[src/rtl/core/tcc_pkg.sv]
// ----------------------------------------------------------------------------
// tcc_pkg
// Shared types and constants of the text console cursor engine.
// ----------------------------------------------------------------------------
package tcc_pkg;

  localparam logic [7:0] CHR_BS    = 8'h08;
  localparam logic [7:0] CHR_TAB   = 8'h09;
  localparam logic [7:0] CHR_LF    = 8'h0A;
  localparam logic [7:0] CHR_CR    = 8'h0D;
  localparam logic [7:0] CHR_SPACE = 8'h20;
  localparam logic [7:0] CHR_DEL   = 8'h7F;

  localparam int unsigned MaxDigits = 8;

  typedef enum logic [0:0] {
    REG_TEXT_COLOUR = 1'b0,
    REG_BACK_COLOUR = 1'b1
  } cfg_reg_e;

  // one character handed from the digit shifter to the cursor unit
  typedef struct packed {
    logic [7:0] ch;
    logic       last;
  } char_step_t;

  // cursor unit result for one character
  typedef struct packed {
    logic       wr;
    logic [7:0] ch;
    logic [6:0] col;
    logic [4:0] row;
    logic       scroll;
    logic [6:0] cur_col;
    logic [4:0] cur_row;
  } cell_res_t;

  function automatic logic [7:0] hex_glyph(input logic [3:0] nib);
    logic [7:0] g;
    if (nib < 4'd10) begin
      g = 8'h30 + {4'h0, nib};
    end else begin
      g = 8'h37 + {4'h0, nib};
    end
    return g;
  endfunction

endpackage

[src/rtl/core/tcc_hex_ser.sv]
// ----------------------------------------------------------------------------
// tcc_hex_ser
// Nibble-serial character source: holds one input word and emits one
// character per step, hex digits shifted out most significant first.
// ----------------------------------------------------------------------------
module tcc_hex_ser (
  input  logic               clk_i,
  input  logic               rst_ni,
  input  logic               load_i,
  input  logic               func_i,
  input  logic [7:0]         char_code_i,
  input  logic [31:0]        hex_value_i,
  input  logic [3:0]         hex_digits_i,
  input  logic               step_i,
  output logic               busy_o,
  output tcc_pkg::char_step_t char_o
);
  import tcc_pkg::*;

  logic [3:0]  cnt_q, cnt_d;
  logic [31:0] hex_q, hex_d;
  logic [7:0]  char_q, char_d;
  logic        is_hex_q, is_hex_d;
  logic [3:0]  dig_sat;
  logic [2:0]  pad;

  assign dig_sat = (hex_digits_i > 4'(MaxDigits)) ? 4'(MaxDigits) : hex_digits_i;
  assign pad     = 3'(4'(MaxDigits) - dig_sat);

  always_comb begin
    cnt_d    = cnt_q;
    hex_d    = hex_q;
    char_d   = char_q;
    is_hex_d = is_hex_q;
    if (load_i) begin
      is_hex_d = func_i;
      char_d   = char_code_i;
      hex_d    = hex_value_i << {pad, 2'b00};
      cnt_d    = func_i ? dig_sat : 4'd1;
    end else if (step_i) begin
      hex_d = {hex_q[27:0], 4'h0};
      cnt_d = cnt_q - 4'd1;
    end
  end

  always_ff @(posedge clk_i or negedge rst_ni) begin
    if (!rst_ni) begin
      cnt_q <= '0;
    end else begin
      cnt_q <= cnt_d;
    end
  end

  always_ff @(posedge clk_i) begin
    hex_q    <= hex_d;
    char_q   <= char_d;
    is_hex_q <= is_hex_d;
  end

  assign busy_o      = (cnt_q != 4'd0);
  assign char_o.ch   = is_hex_q ? hex_glyph(hex_q[31:28]) : char_q;
  assign char_o.last = (cnt_q == 4'd1);

endmodule

[src/rtl/core/tcc_cursor.sv]
// ----------------------------------------------------------------------------
// tcc_cursor
// Cursor position registers and the per-character update: backspace, tab,
// CR, LF, printable cells, line wrap and scroll.
// ----------------------------------------------------------------------------
module tcc_cursor #(
  parameter int unsigned COLUMNS = 80,
  parameter int unsigned ROWS    = 25
) (
  input  logic               clk_i,
  input  logic               rst_ni,
  input  logic               step_i,
  input  logic [7:0]         ch_i,
  output tcc_pkg::cell_res_t res_o
);
  import tcc_pkg::*;

  logic [6:0] col_q;
  logic [4:0] row_q;
  logic [7:0] col_n;
  logic [5:0] row_n;
  cell_res_t  res;

  always_comb begin
    res   = '0;
    col_n = {1'b0, col_q};
    row_n = {1'b0, row_q};
    priority if (ch_i == CHR_BS) begin
      if (col_q != 7'd0) begin
        col_n  = col_n - 8'd1;
        res.wr = 1'b1;
      end else if (row_q != 5'd0) begin
        col_n  = 8'(COLUMNS - 1);
        row_n  = row_n - 6'd1;
        res.wr = 1'b1;
      end
      if (res.wr) begin
        res.ch  = CHR_SPACE;
        res.col = col_n[6:0];
        res.row = row_n[4:0];
      end
    end else if (ch_i == CHR_TAB) begin
      col_n = (col_n + 8'd7) & 8'hF8;
    end else if (ch_i == CHR_CR) begin
      col_n = '0;
    end else if (ch_i == CHR_LF) begin
      row_n = row_n + 6'd1;
    end else if (ch_i >= CHR_SPACE && ch_i <= CHR_DEL) begin
      res.wr  = 1'b1;
      res.ch  = ch_i;
      res.col = col_q;
      res.row = row_q;
      col_n   = col_n + 8'd1;
    end else begin
      col_n = {1'b0, col_q};
    end
    if (col_n >= 8'(COLUMNS)) begin
      col_n = '0;
      row_n = row_n + 6'd1;
    end
    if (row_n >= 6'(ROWS)) begin
      res.scroll = 1'b1;
      row_n      = 6'(ROWS - 1);
    end
    res.cur_col = col_n[6:0];
    res.cur_row = row_n[4:0];
  end

  always_ff @(posedge clk_i or negedge rst_ni) begin
    if (!rst_ni) begin
      col_q <= '0;
      row_q <= '0;
    end else if (step_i) begin
      col_q <= res.cur_col;
      row_q <= res.cur_row;
    end
  end

  assign res_o = res;

endmodule

[src/rtl/core/text_console_cursor.sv]
// ----------------------------------------------------------------------------
// text_console_cursor
// Cursor engine of a text console. Each input word is one character or a
// hex value of 0..8 digits (counts above 8 give 8); every character yields
// one output word with the cell write, scroll flag and new cursor position.
//
//   channel | handshake                       | payload
//   --------+---------------------------------+-------------------------------
//   in      | in_valid_i / in_stall_o         | func, char_code, hex_value,
//           |                                 | hex_digits
//   out     | out_valid_o / out_stall_i       | cell_*, scroll_lines,
//           |                                 | cursor_*, last_of_item
//   cfg     | cfg_we_i                        | cfg_idx_i, cfg_data_i
//
// An input word is loaded, then the nibble shift register emits one
// character per cycle while the output is not stalled. The next input word
// is taken the cycle after the last character enters the output register.
// A hex word with zero digits is taken with no output.
// Reset puts the cursor at top left, colours 15 on 0.
// A stalled output holds the register and pauses the character sequence.
// ----------------------------------------------------------------------------
module text_console_cursor #(
  parameter int unsigned COLUMNS = 80,
  parameter int unsigned ROWS    = 25
) (
  input  logic        clk_i,
  input  logic        rst_ni,
  input  logic        cfg_we_i,
  input  logic        cfg_idx_i,
  input  logic [3:0]  cfg_data_i,
  input  logic        in_valid_i,
  output logic        in_stall_o,
  input  logic        func_i,
  input  logic [7:0]  char_code_i,
  input  logic [31:0] hex_value_i,
  input  logic [3:0]  hex_digits_i,
  output logic        out_valid_o,
  input  logic        out_stall_i,
  output logic        cell_write_o,
  output logic [7:0]  cell_char_o,
  output logic [6:0]  cell_col_o,
  output logic [4:0]  cell_row_o,
  output logic [3:0]  cell_fg_o,
  output logic [3:0]  cell_bg_o,
  output logic        scroll_lines_o,
  output logic [6:0]  cursor_col_o,
  output logic [4:0]  cursor_row_o,
  output logic        last_of_item_o
);
  import tcc_pkg::*;

  logic       busy;
  logic       accept;
  logic       out_free;
  logic       step;
  char_step_t cstep;
  cell_res_t  res;

  logic [3:0] fg_q, bg_q;
  logic       out_valid_q, out_valid_d;
  cell_res_t  out_res_q;
  logic [3:0] out_fg_q, out_bg_q;
  logic       out_last_q;

  assign in_stall_o = busy;
  assign accept     = in_valid_i && !busy;
  assign out_free   = !out_valid_q || !out_stall_i;
  assign step       = busy && out_free;

  tcc_hex_ser u_ser (
    .clk_i        (clk_i),
    .rst_ni       (rst_ni),
    .load_i       (accept),
    .func_i       (func_i),
    .char_code_i  (char_code_i),
    .hex_value_i  (hex_value_i),
    .hex_digits_i (hex_digits_i),
    .step_i       (step),
    .busy_o       (busy),
    .char_o       (cstep)
  );

  tcc_cursor #(
    .COLUMNS (COLUMNS),
    .ROWS    (ROWS)
  ) u_cursor (
    .clk_i  (clk_i),
    .rst_ni (rst_ni),
    .step_i (step),
    .ch_i   (cstep.ch),
    .res_o  (res)
  );

  always_ff @(posedge clk_i or negedge rst_ni) begin
    if (!rst_ni) begin
      fg_q <= 4'd15;
      bg_q <= 4'd0;
    end else if (cfg_we_i) begin
      unique case (cfg_reg_e'(cfg_idx_i))
        REG_TEXT_COLOUR: fg_q <= cfg_data_i;
        REG_BACK_COLOUR: bg_q <= cfg_data_i;
        default: ;
      endcase
    end
  end

  assign out_valid_d = step || (out_valid_q && out_stall_i);

  always_ff @(posedge clk_i or negedge rst_ni) begin
    if (!rst_ni) begin
      out_valid_q <= 1'b0;
    end else begin
      out_valid_q <= out_valid_d;
    end
  end

  always_ff @(posedge clk_i) begin
    if (step) begin
      out_res_q  <= res;
      out_fg_q   <= res.wr ? fg_q : 4'd0;
      out_bg_q   <= res.wr ? bg_q : 4'd0;
      out_last_q <= cstep.last;
    end
  end

  assign out_valid_o    = out_valid_q;
  assign cell_write_o   = out_res_q.wr;
  assign cell_char_o    = out_res_q.ch;
  assign cell_col_o     = out_res_q.col;
  assign cell_row_o     = out_res_q.row;
  assign cell_fg_o      = out_fg_q;
  assign cell_bg_o      = out_bg_q;
  assign scroll_lines_o = out_res_q.scroll;
  assign cursor_col_o   = out_res_q.cur_col;
  assign cursor_row_o   = out_res_q.cur_row;
  assign last_of_item_o = out_last_q;

  a_cursor_range: assert property (@(posedge clk_i) disable iff (!rst_ni)
    out_valid_o |-> ({1'b0, cursor_col_o} < 8'(COLUMNS)) &&
                    ({1'b0, cursor_row_o} < 6'(ROWS)))
    else $error("cursor out of screen");

  a_scroll_row: assert property (@(posedge clk_i) disable iff (!rst_ni)
    out_valid_o && scroll_lines_o |-> cursor_row_o == 5'(ROWS - 1))
    else $error("scroll without cursor on last row");

  a_no_write_zero: assert property (@(posedge clk_i) disable iff (!rst_ni)
    out_valid_o && !cell_write_o |->
      (cell_char_o == 8'd0) && (cell_fg_o == 4'd0) && (cell_bg_o == 4'd0))
    else $error("cell fields set without a write");

  a_zero_digits: assert property (@(posedge clk_i) disable iff (!rst_ni)
    accept && func_i && hex_digits_i == 4'd0 |=> !in_stall_o)
    else $error("empty hex word left the engine busy");

endmodule

[config.mk]
export PLATFORM = sky130hd
export DESIGN_NAME = text_console_cursor
export DESIGN_NICKNAME = d
export VERILOG_FILES = /design/src/rtl/core/tcc_pkg.sv /design/src/rtl/core/tcc_hex_ser.sv /design/src/rtl/core/tcc_cursor.sv /design/src/rtl/core/text_console_cursor.sv
export SDC_FILE = /design/constraint.sdc
export NUM_CORES = 1
export LEC_CHECK = 0
export ABC_AREA = 1
export BUFFER_PORTS_ARGS = -buffer_cell sky130_fd_sc_hd__buf_2
export CORE_AREA = 5 5 133 109
export CTS_CLUSTER_SIZE = 12
export DETAILED_ROUTE_END_ITERATION = 10
export DIE_AREA = 0 0 138 114
export HOLD_SLACK_MARGIN = 0.1
export PLACE_DENSITY = 0.82
export SYNTH_ARGS = -nofsm -noshare
export SYNTH_HDL_FRONTEND = slang
export SYNTH_SLANG_ARGS = --single-unit
[constraint.sdc]
create_clock -name clk_i -period 4.57 [get_ports clk_i]
set_clock_uncertainty 0.15 [all_clocks]
set_input_delay 0.914 -clock clk_i [delete_from_list [all_inputs] [get_ports clk_i]]
set_output_delay 0.914 -clock clk_i [all_outputs]
set_load 0.01 [all_outputs]
==> results.md, run 1 <==
* Status: finished, final reports clean
* RSZ-0062 raised after global routing: false
* Number of max-cap violations at 0
* Global-route wire length before repair at 23.4 mm
* PD cells at 617 mW/mm^2
* Mapped Area at 0.00636 sq mm
* Gr ovfl total at 0
* Area grow syn2layout at 14.7%
* Final hold vios at 0
* WL/cell at about 14 um
* I/O Pins at 100
* CP max stage delay at 0.56 ns
* Die Span X at around 140 um
* Wl on met1 at 6.67 mm
* Vias in the first global route at 4,816
* Storage cell area at 0.00315 sq mm
* Post-CTS setup buffers at 0
* Highest Signal Layer: met4
* Prevailing post-synth register cell: edfxtp_1
* Finished Layout Cells at 1,034
* Nets at 914
* Worst Path Max Fanout at 12
* # fillers at between 1,000 and 1,500
* Worst slew margin at 0.495
* Clock-pin slew on the worst setup and hold paths at 0.07 ns
* Crit path time final at 3.51 ns
* Buffers and inverters on the worst path at 4
* Total GRT Usage at 0.180
* Post-Syn Instances at 762
* Ys async rst share at 0.229
* Cell area after layout at 0.00729 sq mm
* Post-synth EDFFs at 84
* Num CTS Buffers at 9
* Clk_lat worst skew at ~0.34 ns
* Setup TNS at 0 ns
* Via count at 5,389
* Initial antenna violation count at 0
* Dpl cell area at 0.00698 sq mm
* DIE HEIGHT at 114 um
* CP Data Arrival Time at 3.44 ns
* Routed WL at roughly 14 mm
* Inst Count DP at 1,018
* # resized after CTS at 0
* Crit-path most repeated cell: nand2_1
* Hold/Removal Path Class: reg2reg
* Fin crit share at 0.767
* Post-route ant nets at 0
* Root Buffer: clkbuf_16
* Tot Pwr at around 4500 uW
* Die area at 0.0157 sq mm
* GP Congestion at 0.940
* Starting Density at 0.481
* TritonCTS clock tree: done
* Num rows at 38
* Largest net degree at the start of global routing at 51
* Final setup fails at 0
* DR pass1 iterations at 5
* Least-Margin Pin Slew at 0.757 ns
* CP startpoint kind: register
* Sequential fraction of the synthesis area at 0.496
* Syn Nets at approximately 830
* Top cell family by delay on the critical path: simple AND/OR/NAND/NOR gates
* CTS H-tree depth at 3
* Inserted Diodes at 0
* Synthesized area per cell at around 8.3 sq um
* Area of the multi-input gates at between 0.002 and 0.003 sq mm
* DR WL met3 at roughly 980 um
* Slowest cell on crit path: edfxtp_1
* Crit path required time at 4.50 ns
* DP HPWL at roughly 11 mm
* Drt drc at 0
* Static leakage at 0.00341 uW
* Via density at approximately 5.2
* Yosys warning count at 0
* # hold bufs at CTS at 0
* Port Buffers at 99
* Slew Limit Fails at 0
* Clk sinks at between 100 and 150
* Setup crit end kind: register
* Met2 WL at 6.61 mm
* Setup CP Type: reg2reg
* Max Fclk at 285 MHz
* Synth Register Bits at 109
* Share of cells above drive strength 1 at 0.186
* Count of cell types in the netlist at 45
* Clock Path Buffers at 2
* Maximum vdd drop at between 0.3 and 0.4 mV
* Core ar. at 0.0132 sq mm
* Drt first-iter violations at around 530
* CP cell instances: or2_1 -> nor2_1 -> nand4_4 -> nor2_4 -> nand2_2 -> inv_2 -> nand2_1 -> nand2_1 -> inv_2 -> ha_1 -> nand3b_1 -> nand2_1 -> inv_1 -> nand2_1 -> nand2_1 -> inv_1 -> nand3_1 -> nand2_4 -> nand2_2
[layout by cell type, fill, tap and decap left out, types with 2 or more instances in the layout]
cell type  count
o221ai_1      11
xor2_1        11
o21ai_0       77
nand2_2        8
o21ai_1        2
o22ai_1        4
nor2_2         2
or2_2          4
nand2_4        5
dfstp_2        4
a31oi_1        5
or2_1          2
o211ai_1       9
xnor2_1        2
buf_2         99
nor3_1         6
a21oi_1       15
edfxtp_1      84
nor2_1        60
nand3_1       48
dfrtp_1       21
nand4_1        8
nand3_2        4
clkinv_1       2
clkbuf_16      9
nand3b_1       3
mux2i_1        6
ha_1          10
nor2_4         3
inv_1         80
inv_2          7
nand2_1      221
buf_4          5
[worst reg2reg max path, stage by stage (launching register included)]
cell and delay, ns:
edfxtp_1 0.56, or2_1 0.31, nor2_1 0.23, nand4_4 0.16, nor2_4 0.15, nand2_2 0.18, inv_2 0.26, nand2_1 0.10
nand2_1 0.11, inv_2 0.06, ha_1 0.21, nand3b_1 0.17, nand2_1 0.08, inv_1 0.04, nand2_1 0.05, nand2_1 0.07
inv_1 0.07, nand3_1 0.10, nand2_4 0.12, nand2_2 0.08
[flip-flops by register name, indices dropped and copies added (netlist names), 5 cells and up]
name,flops
u_ser.hex_q,32
cell_char_o,8
u_ser.char_q,8
cell_col_o,7
cursor_col_o,7
u_cursor.col_q,7
cell_row_o,5
cursor_row_o,5
u_cursor.row_q,5
[kinds of logic after synthesis]
kind of cell	count (synthesis)	share of synthesized area
and+or+nand+nor	376	0.260
AOI/OAI and AO/OA	130	0.123
buffers and inverters	117	0.0734
DFF	109	0.496
xor gates and xnor gates	13	0.0179
adders and majority gates	10	0.0197
muxes	6	0.00945
other	1	0.000590
[final timing paths]
kind | slack (ns) | depth (start not counted) | startpoint | end
max | 1.06 | 19 | u_ser.is_hex_q | scroll_lines_o
min | 0.34 | 2 | bg_q[3] | bg_q[3]
max reg2reg | 1.06 | 19 | u_ser.is_hex_q | scroll_lines_o
min reg2reg | 0.34 | 2 | bg_q[3] | bg_q[3]
max in group asynchronous | 3.42 | 1 | rst_ni | out_valid_o
min in group asynchronous | 0.44 | 1 | rst_ni | u_cursor.col_q[0]
[layer usage]
layer / vias up / track usage
met5: - / 0
met1: 2471 / 0.258
li1: 2723 / -
met3: 13 / 0.0373
met4: 0 / 0.0448
met2: 182 / 0.284
[power breakdown]
| part | switching [uW] | internal (uW) |
|---|---|---|
| Combinational | 1250 | 637 |
| Clock | 349 | 447 |
| Sequential | 196 | 1620 |
[cell usage after synthesis, types with 5 or more instances]
library cell  number  share of area
a21oi_1           15          0.012
a31oi_1            5         0.0049
clkbuf_1          20          0.012
dfrtp_1           21          0.083
edfxtp_1          84           0.40
ha_1              10          0.020
inv_1             81          0.048
inv_2              6         0.0035
mux2i_1            6         0.0094
nand2_1          221           0.13
nand2_2            8         0.0079
nand2_4            5         0.0089
nand3_1           48          0.038
nand4_1            8         0.0079
nor2_1            60          0.035
nor3_1             6         0.0047
o211ai_1           9          0.011
o21ai_0           77          0.061
o221ai_1          11          0.015
xor2_1            11          0.015
[through the flow]
| stage | setup slack (ns) | util | hold slack (ns) |
|---|---|---|---|
| after CTS | 1.09 | 0.552 | 0.344 |
| after detailed placement | 1.09 | 0.528 | 0.325 |
| after global routing | 0.751 | 0.552 | 0.354 |
| final | 1.06 | 0.552 | 0.339 |
| after floorplan | 1.04 | - | 0.303 |
| after global placement | 1.15 | 0.528 | 0.318 |
[layout make-up]
type                            instances  share of cell area
Clock inverter                          5             0.00909
Sequential cell                       109               0.432
Multi-Input combinational cell        536               0.375
Tap cell                              180              0.0309
Inverter                               89              0.0458
Clock buffer                           11              0.0333
Timing Repair Buffer                  104              0.0731
Note: power is estimated with default switching activity, not from simulation.
==> run 2, diff against run 1 <==
- clock period: 4.57 -> 3.65 ns (I/O delays scaled with it)
==> results.md, run 2 (synthesized netlist as in run 1, its figures left out) <==
* Die area at around 0.016 sq mm
* I/O Pins at 100
* Routed WL at 15.2 mm
* DR pass1 iterations at 5
* RSZ-0062 raised after global routing: false
* Max FFs per register at 32
* GP Congestion at 0.959
* Drt first-iter violations at 604
* Worst slew margin at 0.546
* Static leakage at 0.00344 uW
* Clk_lat worst skew at 0.35 ns
* Area of the multi-input gates at 0.00275 sq mm
* DP HPWL at 11.2 mm
* Setup crit end kind: register
* Most common cell after layout, fill and taps aside: nand2_1
* Fin crit share at 0.904
* Core ar. at 0.0132 sq mm
* Hold/Removal Path Class: in2async
* Clock-pin slew on the worst setup and hold paths at 0.08 ns
* Setup TNS at 0 ns
* Top cell family by delay on the critical path: simple AND/OR/NAND/NOR gates
* Vias in the first global route at 4,881
* Clk sinks at 109
* Share of cells above drive strength 1 at 0.196
* WL/cell at ~15 um
* PD cells at ~770 mW/mm^2
* # hold bufs at CTS at 0
* Total GRT Usage at 0.190
* Clock Path Buffers at 2
* CTS H-tree depth at 3
* Final setup fails at 0
* Num CTS Buffers at 9
* CP max stage delay at 0.51 ns
* Least-Margin Pin Slew at 0.681 ns
* Number of max-cap violations at 0
* Die Span X at 138 um
* CP startpoint kind: register
* Starting Density at 0.481
* Slowest cell on crit path: edfxtp_1
* Final WS setup at 0.350 ns
* Crit-path most repeated cell: nand2_1
* CP Data Arrival Time at 3.35 ns
* Max Fclk at 303 MHz
* Slew Limit Fails at 0
* Global-route wire length before repair at 24.2 mm
* Pre-CTS setup slack at 0.230 ns
* DIE HEIGHT at 114 um
* Buffers and inverters on the worst path at 4
* Inserted Diodes at 0
* Setup slack, reg-to-reg at 0.35 ns
* Commonest cells after routing, fill and taps aside: nand2_1 (220), buf_2 (99), edfxtp_1 (84)
* Worst Path Max Fanout at 12
* TritonCTS clock tree: done
* Drt drc at 0
* Port Buffers at 99
* # fillers at 1,195
* Via density at approximately 5.2
* Initial antenna violation count at 0
* Via count at 5,456
* Setup CP Type: reg2reg
* Final hold vios at 0
* Num rows at 38
* Gr ovfl total at 0
* Post-route ant nets at 0
* Crit path time final at 3.30 ns
* Nets at 922
* Biggest register: u_ser.hex_q
* CP cell instances: or2_1 -> nor2_1 -> nand4_4 -> nor2_4 -> nand2_4 -> inv_4 -> nand2_1 -> nand2_1 -> inv_2 -> ha_1 -> nand3b_1 -> nand2_1 -> inv_1 -> nand2_1 -> nand2_1 -> inv_1 -> nand3_1 -> nand2_4 -> nand2_2 -> nor2_1
* Largest net degree at the start of global routing at 51
* Root Buffer: clkbuf_16
* Storage cell area at 0.00315 sq mm
* Status: finished, final reports clean
* Area grow syn2layout at 15.3%
* Maximum vdd drop at 0.357 mV
* Crit path required time at ~3.7 ns
[run 2: timing repair]
action | CTS | global route
gates resized for setup | 0 | 6
setup endpoints to repair | 0 | 11
buffers inserted | 0 | 2
[run 2: final timing paths]
kind / cells past startpoint / to / startpoint
worst max-delay path: 20 / cursor_row_o[2] / u_ser.is_hex_q
worst min-delay path: 1 / u_cursor.col_q[2] / rst_ni
worst max register to register: 20 / cursor_row_o[2] / u_ser.is_hex_q
worst min register to register: 2 / bg_q[1] / bg_q[1]
max in group asynchronous: 1 / u_cursor.col_q[0] / rst_ni
min in group clk_i: 2 / bg_q[1] / bg_q[1]
[run 2: final cells by class]
type	instances	area share
sequential	109	0.430
tap	180	0.0307
clock inverter	4	0.00444
clock buffer	12	0.0323
inverter	89	0.0459
timing repair buffer	112	0.0809
multi-input combinational	536	0.375
[run 2: power breakdown]
part,internal [uW],leakage [uW],switching (uW),total [uW]
registers,2030,0.00114,241,2270
logic,830,0.00218,1620,2450
clock network,469,0.000124,448,918
total,3320,0.00344,2310,5630
[run 2: per-stage QoR]
step                utilization  area [sq um]  hold slack (ns)  instances  power, uW
finish                    0.554          7330            0.257       1042       5630
global route              0.554          7330            0.306       1042       6060
CTS                       0.552          7300            0.277       1040       5630
detailed placement        0.532          7030            0.325       1024       4700
global placement          0.532          7030            0.318       1024       4620
floorplan                     -          6360            0.284        762       3980
[run 2: routing by layer]
layer | track usage | routed length [um]
met1 | 0.270 | 6950
met3 | 0.0360 | 959
met4 | 0.0546 | 243
met2 | 0.300 | 7020
met5 | 0 | 0
==> run 3, diff against run 2 <==
- CORE_AREA: 5 5 133 109 -> 5 5 86 168
- DIE_AREA: 0 0 138 114 -> 0 0 91 173
==> results.md, run 3 (synthesized netlist as in run 1, its figures left out) <==
* Status: finished, final reports clean
* Clock Path Buffers at 2
* Number of max-cap violations at 0
* Clk_lat worst skew at about 0.35 ns
* Initial antenna violation count at 0
* Clk sinks at 109
* PD cells at 770 mW/mm^2
* Die area at approximately 0.016 sq mm
* Static leakage at around 0.0034 uW
* RSZ-0062 raised after global routing: false
* Drt first-iter violations at around 220
* Drt drc at 0
* Combinational Power Share at 0.437
* Port Buffers at 99
* Final WS setup at approximately 0.34 ns
* Max FFs per register at 32
* Crit path required time at 3.59 ns
* Routed WL at ~15 mm
* Vias in the first global route at approximately 5,400
* Worst Path Max Fanout at 10
* Worst slew margin at 0.485
* Area grow syn2layout at 14.7%
* M3 GR Usage at 0.0257
* Pre-CTS setup slack at approximately 0.26 ns
* Via count at 5,453
* Setup crit end kind: register
* Fin crit share at 0.908
* Die Span X at between 90 and 100 um
* Gr ovfl total at 0
* DR pass1 iterations at 5
* Root Buffer: clkbuf_16
* Sequential Power Share at 0.403
* Biggest register: u_ser.hex_q
* Setup CP Type: reg2reg
* Most common cell after layout, fill and taps aside: nand2_1
* CTS H-tree depth at 3
* Maximum vdd drop at between 0.3 and 0.4 mV
* Final hold vios at 0
* Switching Share at 0.407
* Core ar. at 0.0129 sq mm
* # hold bufs at CTS at 0
* Clock-pin slew on the worst setup and hold paths at 0.07 ns
* GP Congestion at 1.03
* Routing usage on met1 at 0.204
* Least-Margin Pin Slew at 0.771 ns
* I/O Pins at 100
* Commonest cells after routing, fill and taps aside: nand2_1 (221), buf_2 (99), edfxtp_1 (84)
* Hold/Removal Path Class: in2async
* Share of cells above drive strength 1 at 0.192
* Nets at just over 900
* Inserted Diodes at 0
* P_sw at 2290 uW
* DIE HEIGHT at 173 um
* Clock share of power at 0.160
* CP Data Arrival Time at ~3.3 ns
* Total GRT Usage at 0.196
* CP startpoint kind: register
* TritonCTS clock tree: done
* Slew Limit Fails at 0
* Max Fclk at 302 MHz
* Starting Density at 0.492
* Setup TNS at 0 ns
* Post-route ant nets at 0
* Largest net degree at the start of global routing at 51
* WL/cell at 14.5 um
* Num CTS Buffers at 9
* Met2 Usage GRT at 0.372
* GRT Max-Usage Layer: met2
* DP HPWL at 11.6 mm
* Final setup fails at 0
* Cell Int Power at around 3300 uW
* Num rows at 59
* Via density at roughly 5.4
* Global-route wire length before repair at 25.4 mm
* Crit path time final at 3.31 ns
[run 3: cell count changes in the layout (fill, tap and decap cells not counted), sizes merged]
cell | previous run | this run
buf | 112 | 113
clkbuf | 12 | 11
clkinv | 2 | 4
inv | 89 | 88
[run 3: metal layers]
metal	share of wire	vias up	wire length (um)
li1	-	2741	-
met1	0.35	2506	5170
met2	0.56	164	8310
met3	0.045	42	658
met4	0.040	0	584
met5	0	-	0
[run 3: worst paths after layout]
check                               startpoint           endpoint  slack (ns)  depth (start not counted)
worst max-delay path            u_ser.is_hex_q     scroll_lines_o        0.34                         19
worst min-delay path                    rst_ni  u_cursor.col_q[4]        0.24                          1
worst max register to register  u_ser.is_hex_q     scroll_lines_o        0.34                         19
worst min register to register         bg_q[1]            bg_q[1]        0.34                          2
max in group asynchronous               rst_ni            bg_q[1]        2.67                          1
min in group clk_i                     bg_q[1]            bg_q[1]        0.34                          2
[run 3: power groups by stage]
stage          logic (uW)  clock network [uW]  registers [uW]
6_report             2450                 897            2260
3_5_place_dp         2440                   0            2290
4_1_cts              2450                 912            2270
3_3_place_gp         2400                   0            2270
5_1_grt              2780                 953            2320
2_1_floorplan        1650                   0            2330
[run 3: what timing repair did]
action / 4_1_cts / 5_1_grt
setup endpoints to repair: 0 / 8
gates resized for setup: 0 / 2
buffers inserted: 0 / 1
[run 3: through the flow]
| step | power [uW] | area (sq um) | hold WS [ns] | utilization | std cells |
|---|---|---|---|---|---|
| after floorplan | 3980 | 6360 | 0.284 | - | 762 |
| after global placement | 4660 | 7010 | 0.318 | 0.542 | 998 |
| after detailed placement | 4730 | 7010 | 0.324 | 0.542 | 998 |
| after CTS | 5630 | 7280 | 0.261 | 0.563 | 1014 |
| after global routing | 6060 | 7290 | 0.292 | 0.564 | 1015 |
| final | 5610 | 7290 | 0.244 | 0.564 | 1015 |
[run 3: final cells by class]
cell class,instances,area (sq um)
Fill cell,1144,5630
Sequential cell,109,3150
Multi-Input combinational cell,536,2740
Timing Repair Buffer,113,601
Inverter,89,339
Clock buffer,11,233
Tap cell,152,190
Clock inverter,5,36.3
[run 3: worst max-delay path: stages, from the launching register on]
cell and delay (ns):
edfxtp_1 0.52, or2_1 0.29, nor2_1 0.21, nand4_4 0.15, nor2_1 0.22, nand2_1 0.17
nand2_1 0.09, nand3_1 0.07, nand2_1 0.11, inv_2 0.06, ha_1 0.21, nand3b_1 0.17
nand2_1 0.08, inv_1 0.04, nand2_1 0.06, nand2_1 0.08, inv_1 0.07, nand3_1 0.10
nand2_4 0.12, nand2_2 0.08
